===== src/sv/vrc4_pkg.sv =====
// ----------------------------------------------------------------------------
// vrc4_pkg
// word types, register addresses and update codes for the vrc4 bank and irq
// mapper
// ----------------------------------------------------------------------------
`default_nettype none

package vrc4_pkg;

    typedef struct packed {
        logic        cmd;
        logic [15:0] address;
        logic [7:0]  data;
        logic [6:0]  cycles;
    } in_word_t;

    typedef struct packed {
        logic [1:0] update_kind;
        logic [2:0] update_slot;
        logic [7:0] update_value;
        logic       irq_line;
    } out_word_t;

    localparam logic CMD_WRITE = 1'b0;
    localparam logic CMD_TICK  = 1'b1;

    localparam logic [1:0] KIND_NONE   = 2'd0;
    localparam logic [1:0] KIND_PRG    = 2'd1;
    localparam logic [1:0] KIND_CHR    = 2'd2;
    localparam logic [1:0] KIND_MIRROR = 2'd3;

    localparam logic [15:0] ADDR_MASK = 16'hF0CF;

    localparam logic [15:0] ADDR_PRG_A   = 16'h8000;
    localparam logic [15:0] ADDR_PRG_B   = 16'hA000;
    localparam logic [15:0] ADDR_MIRROR  = 16'h9000;
    localparam logic [15:0] ADDR_SWAP_0  = 16'h9002;
    localparam logic [15:0] ADDR_SWAP_1  = 16'h9080;
    localparam logic [15:0] ADDR_LATCH_L = 16'hF000;
    localparam logic [15:0] ADDR_LATCH_H0 = 16'hF002;
    localparam logic [15:0] ADDR_LATCH_H1 = 16'hF040;
    localparam logic [15:0] ADDR_ACK_0   = 16'hF003;
    localparam logic [15:0] ADDR_ACK_1   = 16'hF0C0;
    localparam logic [15:0] ADDR_ACK_2   = 16'hF006;
    localparam logic [15:0] ADDR_CTRL_0  = 16'hF004;
    localparam logic [15:0] ADDR_CTRL_1  = 16'hF080;

    localparam logic [3:0] CHR_PAGE_FIRST = 4'hB;
    localparam logic [3:0] CHR_PAGE_LAST  = 4'hE;

    localparam logic [2:0] PRG_SLOT_A = 3'd4;
    localparam logic [2:0] PRG_SLOT_B = 3'd5;
    localparam logic [2:0] PRG_SLOT_C = 3'd6;

    localparam logic [6:0] PRESCALE_PERIOD = 7'd114;
    localparam logic [7:0] COUNT_MAX       = 8'hFF;

endpackage

`default_nettype wire


===== src/sv/vrc4_bank_and_irq_mapper_top.sv =====
// ----------------------------------------------------------------------------
// vrc4_bank_and_irq_mapper_top
// decodes cpu writes into prg, chr and mirroring updates and runs the
// prescaled irq counter on tick words
// ----------------------------------------------------------------------------
// from input accept to result valid a word passes the input register, then the result register
// throughput: one word per cycle when out_ready allows; state is updated as a word
//   leaves the input register, so the next word sees it at once
// reset: asynchronous, active low; chr bank entry i reads i, other control and irq state 0, word registers not reset
`default_nettype none

module vrc4_bank_and_irq_mapper_top
    import vrc4_pkg::*;
(
    input  wire logic      clk,
    input  wire logic      rst_n,
    input  wire logic      in_valid,
    output logic           in_ready,
    input  wire in_word_t  in_word,
    output logic           out_valid,
    input  wire logic      out_ready,
    output out_word_t      out_word
);

    logic      s1_valid_reg;
    in_word_t  s1_word_reg;
    logic      out_valid_reg;
    out_word_t out_word_reg;
    logic      s1_adv;

    logic [7:0] chr_bank_reg [8];
    logic [7:0] chr_bank_next [8];
    logic [7:0] swap_mode_reg, swap_mode_next;
    logic [1:0] irq_control_reg, irq_control_next;
    logic [7:0] irq_count_reg, irq_count_next;
    logic [7:0] irq_reload_reg, irq_reload_next;
    logic [6:0] prescale_reg, prescale_next;
    logic       irq_reg, irq_next;
    out_word_t  res;

    logic [15:0] addr_m;
    logic [7:0]  dat;
    logic [6:0]  cyc;
    logic        chr_page;
    logic        chr_hit;
    logic        chr_sub;
    logic        chr_high;
    logic [3:0]  page_off;
    logic [2:0]  chr_idx;
    logic [7:0]  chr_old;
    logic [7:0]  chr_new;

    assign s1_adv    = s1_valid_reg && (!out_valid_reg || out_ready);
    assign in_ready  = !s1_valid_reg || s1_adv;
    assign out_valid = out_valid_reg;
    assign out_word  = out_word_reg;

    // address decode
    always_comb
    begin
        addr_m   = s1_word_reg.address & ADDR_MASK;
        dat      = s1_word_reg.data;
        cyc      = (s1_word_reg.cycles > PRESCALE_PERIOD) ? PRESCALE_PERIOD
                                                          : s1_word_reg.cycles;
        chr_page = addr_m[15:12] inside {[CHR_PAGE_FIRST:CHR_PAGE_LAST]};
        chr_hit  = 1'b1;
        chr_sub  = 1'b0;
        chr_high = 1'b0;
        case (addr_m[7:0])
            8'h00:
            begin
                chr_sub  = 1'b0;
                chr_high = 1'b0;
            end
            8'h02, 8'h40:
            begin
                chr_sub  = 1'b0;
                chr_high = 1'b1;
            end
            8'h01, 8'h04, 8'h80:
            begin
                chr_sub  = 1'b1;
                chr_high = 1'b0;
            end
            8'h03, 8'h06, 8'hC0:
            begin
                chr_sub  = 1'b1;
                chr_high = 1'b1;
            end
            default:
            begin
                chr_hit = 1'b0;
            end
        endcase
        page_off = addr_m[15:12] - CHR_PAGE_FIRST;
        chr_idx  = {page_off[1:0], chr_sub};
        chr_old  = chr_bank_reg[chr_idx];
        chr_new  = chr_high ? {dat[3:0], chr_old[3:0]} : {chr_old[7:4], dat[3:0]};
    end

    // next state and result
    always_comb
    begin
        chr_bank_next    = chr_bank_reg;
        swap_mode_next   = swap_mode_reg;
        irq_control_next = irq_control_reg;
        irq_count_next   = irq_count_reg;
        irq_reload_next  = irq_reload_reg;
        prescale_next    = prescale_reg;
        irq_next         = irq_reg;
        res              = '0;

        if (s1_word_reg.cmd == CMD_TICK)
        begin
            if (irq_control_reg[1])
            begin
                if (prescale_reg < cyc)
                begin
                    prescale_next = prescale_reg + PRESCALE_PERIOD - cyc;
                    if (irq_count_reg == COUNT_MAX)
                    begin
                        irq_count_next = irq_reload_reg;
                        irq_next       = 1'b1;
                    end
                    else
                    begin
                        irq_count_next = irq_count_reg + 8'd1;
                    end
                end
                else
                begin
                    prescale_next = prescale_reg - cyc;
                end
            end
        end
        else if (addr_m == ADDR_PRG_A)
        begin
            res.update_kind  = KIND_PRG;
            res.update_slot  = swap_mode_reg[1] ? PRG_SLOT_C : PRG_SLOT_A;
            res.update_value = dat;
        end
        else if (addr_m == ADDR_PRG_B)
        begin
            res.update_kind  = KIND_PRG;
            res.update_slot  = PRG_SLOT_B;
            res.update_value = dat;
        end
        else if (addr_m == ADDR_MIRROR)
        begin
            res.update_kind  = KIND_MIRROR;
            res.update_value = {6'd0, dat[1:0]};
        end
        else if (addr_m inside {ADDR_SWAP_0, ADDR_SWAP_1})
        begin
            swap_mode_next = dat;
        end
        else if (chr_page)
        begin
            if (chr_hit)
            begin
                chr_bank_next[chr_idx] = chr_new;
                res.update_kind        = KIND_CHR;
                res.update_slot        = chr_idx;
                res.update_value       = chr_new;
            end
        end
        else if (addr_m == ADDR_LATCH_L)
        begin
            irq_reload_next = {irq_reload_reg[7:4], dat[3:0]};
        end
        else if (addr_m inside {ADDR_LATCH_H0, ADDR_LATCH_H1})
        begin
            irq_reload_next = {dat[3:0], irq_reload_reg[3:0]};
        end
        else if (addr_m inside {ADDR_ACK_0, ADDR_ACK_1, ADDR_ACK_2})
        begin
            irq_control_next = {2{irq_control_reg[0]}};
            prescale_next    = '0;
            irq_next         = 1'b0;
        end
        else if (addr_m inside {ADDR_CTRL_0, ADDR_CTRL_1})
        begin
            irq_control_next = dat[1:0];
            if (dat[1])
            begin
                irq_count_next = irq_reload_reg;
                prescale_next  = '0;
            end
            irq_next = 1'b0;
        end

        res.irq_line = irq_next;
    end

    always_ff @(posedge clk or negedge rst_n)
    begin
        if (!rst_n)
        begin
            s1_valid_reg    <= 1'b0;
            out_valid_reg   <= 1'b0;
            swap_mode_reg   <= '0;
            irq_control_reg <= '0;
            irq_count_reg   <= '0;
            irq_reload_reg  <= '0;
            prescale_reg    <= '0;
            irq_reg         <= 1'b0;
            for (int i = 0; i < 8; i++)
            begin
                chr_bank_reg[i] <= 8'(i);
            end
        end
        else
        begin
            if (in_ready)
            begin
                s1_valid_reg <= in_valid;
            end
            if (s1_adv)
            begin
                out_valid_reg   <= 1'b1;
                chr_bank_reg    <= chr_bank_next;
                swap_mode_reg   <= swap_mode_next;
                irq_control_reg <= irq_control_next;
                irq_count_reg   <= irq_count_next;
                irq_reload_reg  <= irq_reload_next;
                prescale_reg    <= prescale_next;
                irq_reg         <= irq_next;
            end
            else if (out_ready)
            begin
                out_valid_reg <= 1'b0;
            end
        end
    end

    always_ff @(posedge clk)
    begin
        if (in_valid && in_ready)
        begin
            s1_word_reg <= in_word;
        end
        if (s1_adv)
        begin
            out_word_reg <= res;
        end
    end

    // checks
    a_none_clean: assert property (@(posedge clk) disable iff (!rst_n)
        (out_valid_reg && out_word_reg.update_kind == KIND_NONE) |->
        (out_word_reg.update_slot == 3'd0 && out_word_reg.update_value == 8'd0))
        else $error("empty update carries slot or value");

    a_prg_slot: assert property (@(posedge clk) disable iff (!rst_n)
        (out_valid_reg && out_word_reg.update_kind == KIND_PRG) |->
        (out_word_reg.update_slot == PRG_SLOT_A || out_word_reg.update_slot == PRG_SLOT_B
         || out_word_reg.update_slot == PRG_SLOT_C))
        else $error("prg update to bad slot");

    a_mirror_value: assert property (@(posedge clk) disable iff (!rst_n)
        (out_valid_reg && out_word_reg.update_kind == KIND_MIRROR) |->
        (out_word_reg.update_slot == 3'd0 && out_word_reg.update_value[7:2] == 6'd0))
        else $error("mirroring update out of range");

    a_irq_fall: assert property (@(posedge clk) disable iff (!rst_n)
        $fell(irq_reg) |-> $past(s1_adv && s1_word_reg.cmd == CMD_WRITE))
        else $error("irq dropped without a cpu write");

    a_irq_matches: assert property (@(posedge clk) disable iff (!rst_n)
        s1_adv |=> (out_word_reg.irq_line == irq_reg))
        else $error("result irq level differs from irq state");

    a_prescale_range: assert property (@(posedge clk) disable iff (!rst_n)
        prescale_reg < PRESCALE_PERIOD)
        else $error("prescaler out of range");

endmodule

`default_nettype wire


===== config.mk =====
export PLATFORM = sky130hd
export DESIGN_NAME = vrc4_bank_and_irq_mapper_top
export DESIGN_NICKNAME = d
export VERILOG_FILES = /design/src/sv/vrc4_pkg.sv /design/src/sv/vrc4_bank_and_irq_mapper_top.sv
export SDC_FILE = /design/constraint.sdc
export NUM_CORES = 1
export LEC_CHECK = 0
export ABC_AREA = 1
export BUFFER_PORTS_ARGS = -buffer_cell sky130_fd_sc_hd__buf_2
export CAP_MARGIN = 20
export CORE_MARGIN = 5
export CORE_UTILIZATION = 35
export DETAILED_ROUTE_END_ITERATION = 6
export PLACE_DENSITY_LB_ADDON = 0.12
export SYNTH_ARGS = -nofsm -noshare
export SYNTH_HDL_FRONTEND = slang
export SYNTH_SLANG_ARGS = --single-unit
export TNS_END_PERCENT = 1

===== constraint.sdc =====
create_clock -name clk -period 7.4 [get_ports clk]
set_input_delay 1.11 -clock clk [delete_from_list [all_inputs] [get_ports clk]]
set_output_delay 1.11 -clock clk [all_outputs]
set_load 0.02 [all_outputs]

==> run summary <==
The area growth from synthesis to layout is 14.4%. The buffers inserted during post-CTS setup optimization came out at 0. The die height was 152 um.

After global routing the overflow that remains totals 0. Counting flops with a built-in enable in the synthesized netlist gives 40. The run gives 249 MHz as the achievable clock frequency. Cells with a size suffix above 1 make up 14.8% of the layout. The actual transition at the worst max-transition pin came out at 963 ps.

Cell at the root of the clock tree: clkbuf_16. The filler cell count in the final layout is 2097, and the area of the die is 0.0231 mm2. After synthesis, the share of flip-flops with an asynchronous set or reset is 69.9%. The primary flip-flop cell chosen by synthesis mapping was dfrtp_1.

The tools report the maximum ir drop on the vdd rail as 0.138 mV. The clock transition at the registers of the reported paths came out at 60 ps. The unique cell type count in the Yosys netlist was 45; the met3 wire length was 464 um. The total clock sinks was 133. The total routed wirelength was 16.7 mm; the routed length on met1 was 8.81 mm. The worst setup path is of the flip-flop to flip-flop kind. The min-delay analysis places its worst path in the category flip-flop to flip-flop. For this run, the detailed router's first-pass iteration total came to 5. Synthesis handed over a netlist of 810 instances. Once the floorplan was initialized, standard cells occupied 35.2% of the core.

The register with the most flip-flops in the layout has 64 of them. The library cell used most frequently in the layout, excluding fill and tap cells, is nand2_1. The nature of the critical path startpoint is a flip-flop. In this run the remaining antenna-violating nets after routing total 0. The logs give 68 for the maximum number of pins on one net before global-route repair and 2 for the worst-case clock buffer depth. The total area inside the core boundary comes to 0.0200 mm2. In this design, the critical path's most frequently occurring cell is inv_1. The logs give 0.791 for the routability congestion estimate and 0 for the max-capacitance violation count. The run finished with clean final reports. After detailed routing, the number of vias per cell comes to 4.66.

For the leakage power, the log shows 3.67 nW. The routed design could run at a clock period as short as 4010 ps. The number of diodes added for antenna fixing came out at 0. STA puts the critical path data required time at 7710 ps.

During I/O placement, the number of pins put on the boundary was 52. After detailed routing, the average wire length per cell comes to 14.7 um. STA classifies the critical path endpoint as a flip-flop.

The number of antenna violations at the first check in global routing is 0, and the number of standard cells in the layout, taps in and fillers out is 1135. The number of storage elements in the synthesis netlist was 133. The later pin in the worst-skew pair is clocked with a latency of 420 ps. The final hold slack was 473 ps; the cell area after synthesis was 0.00706 mm2.

Yosys printed 0 warnings. After synthesis, the largest area contributor takes up 28.7% of total cell area. Traced cell by cell, the critical path runs through clkinv_1, ha_1, inv_1, a21oi_1, a21oi_4, nand2_1, nor3_1, mux2i_1, inv_1. First-pass GRT wire length: 28.1 mm. Input and output buffers added on the ports amount to 45. By area the synthesized netlist is led by dfrtp_1 29%, edfxtp_1 17%, nand2_1 13%. The biggest cell delay along the critical path was 870 ps. For this run, design rule violations remaining after detail routing come to 0.

Summed over all instances, the cell type with the most area after synthesis is dfrtp_1. The detailed-placement wirelength estimate came out at 11.6 mm. The worst hold path stage count works out to 2. Setup repair after global routing left no endpoint under its margin. The logs give 0 for the number of slew-limit violations in the final report and 1103 for the number of cells in the design after placement. The site row count is 52.

Post-CTS repair changed the size of 0 cells. After clock tree synthesis, the flow added hold-fix buffers numbering 0. Together, buffers and inverters on the worst path number 3. The highest layer touched by signal routing is met4. Data arrives at the worst endpoint at 4320 ps. The run gives 0 as the final number of hold-violating endpoints. For the worst flop-to-flop path, the logic depth is 9. The per-instance average area after synthesis is 8.71 um2, and the die extent in x is 152 um. The share of the Yosys chip area taken by registers is 50.2%.

In the layout the commonest cells are 237 x nand2_1, 83 x nand3_1, 81 x dfrtp_1. The largest clock skew in the final design was 6.73 ps; the initial DRC count was 302. In this design, the largest share of critical-path delay is due to buffers and inverters. The number of levels in the clock H-tree is 4, and the share of the clock period used by the worst path is 54.2%. The tools report the net count after synthesis as 871.

In the detailed route, the total length drawn on met2 is 7.21 mm. In the final design database the tool counted 913 nets. For this design, the slowest cell found on the critical path is edfxtp_1.

In this run the number of cells on the critical path is 9. For the count of endpoints failing setup in the final report, the log shows 0. The routed layout has 5292 vias. For this design the ratio of total power to cell area is 269 mW/mm2. Along the worst path, the maximum fanout reaches 20. The max-slew headroom at the worst pin was 35.6%; the via count of the first global-routing pass was 5344.

The run gives 17 as the number of CTS-inserted buffers. For the final setup TNS, the log shows 0 ps. Global routing usage summed across all routing layers: 15.0%.

TritonCTS built the clock tree.
[synthesized netlist by cell type, types with 3 or more instances]
library cell and n:
buf_6 8, inv_2 9, xor2_1 10, nand3_2 4
dfrtp_1 81, nor2_1 32, nand4_1 5, ha_1 21
inv_1 79, clkbuf_1 6, a21oi_1 17, mux2i_1 8
nor2_2 9, edfxtp_1 40, dfstp_2 12, nand3_1 83
o211ai_1 4, nand2_1 237, nor3_1 4, xnor2_1 5
fa_1 4, buf_2 7, o21ai_1 60, nor2_4 5
nand2_2 3, o21ai_0 30
[power by group]
part	total, mW	leakage [nW]	switching (mW)	internal [mW]
clock	0.856	0.293	0.316	0.539
combinational	0.447	1.79	0.285	0.162
sequential	0.870	1.59	0.0451	0.825
[per-stage QoR]
step	total power [mW]	util [%]	worst slack (ps)	cell area (um2)
CTS	2.20	40.3	3250	8070
floorplan	1.21	-	4620	7060
detailed placement	1.34	37.3	3220	7470
finish	2.17	40.3	3390	8070
global route	2.30	40.3	2940	8070
global placement	1.34	37.3	3280	7470
[logic make-up after synthesis]
| logic type | count (synthesis) | share of synthesized area, % |
|---|---|---|
| AOI/OAI and AO/OA | 123 | 9.54 |
| xor gates and xnor gates | 15 | 1.86 |
| adders and majority gates | 25 | 4.86 |
| buffers and inverters | 114 | 7.09 |
| DFF | 133 | 50.2 |
| muxes | 8 | 1.13 |
| and+or+nand+nor | 392 | 25.3 |
[cell type report]
type                    instances  area [um2]  area share [%]
clock inverters                 9        96.3            1.19
flip-flops and latches        133        3540            43.9
multi-input cells             563        3010            37.3
well taps                     270         338            4.19
repair buffers                 47         243            3.01
inverters                      90         338            4.19
clock buffers                  23         499            6.19
[worst min-delay path, stage by stage, from the launching register on]
cell	delay (ps)
dfstp_2	360
nand2_1	50
o21ai_1	50
[per-layer routing]
metal  up-vias  global-route usage [%]
met5         -                       0
met4         0                    4.41
met3        16                    3.07
met2        81                    22.7
met1      2454                    21.7
li1       2741                       -
[worst paths after layout]
kind                                            endpoint                   startpoint  slack, ps
max in group asynchronous   chr_bank_reg[52]$_DFFE_PN0P_                        rst_n       5570
hold / removal               chr_bank_reg[1]$_DFFE_PN1P_  chr_bank_reg[1]$_DFFE_PN1P_        470
setup reg to reg           irq_reload_reg[0]$_DFFE_PN0P_         addr_m[12]$_DFFE_PP_       3390
hold reg to reg              chr_bank_reg[1]$_DFFE_PN1P_  chr_bank_reg[1]$_DFFE_PN1P_        470
setup / recovery           irq_reload_reg[0]$_DFFE_PN0P_         addr_m[12]$_DFFE_PP_       3390
min in group asynchronous   irq_count_reg[2]$_DFFE_PN0P_                        rst_n        610
No activity file was read; power rests on OpenSTA's default activity.
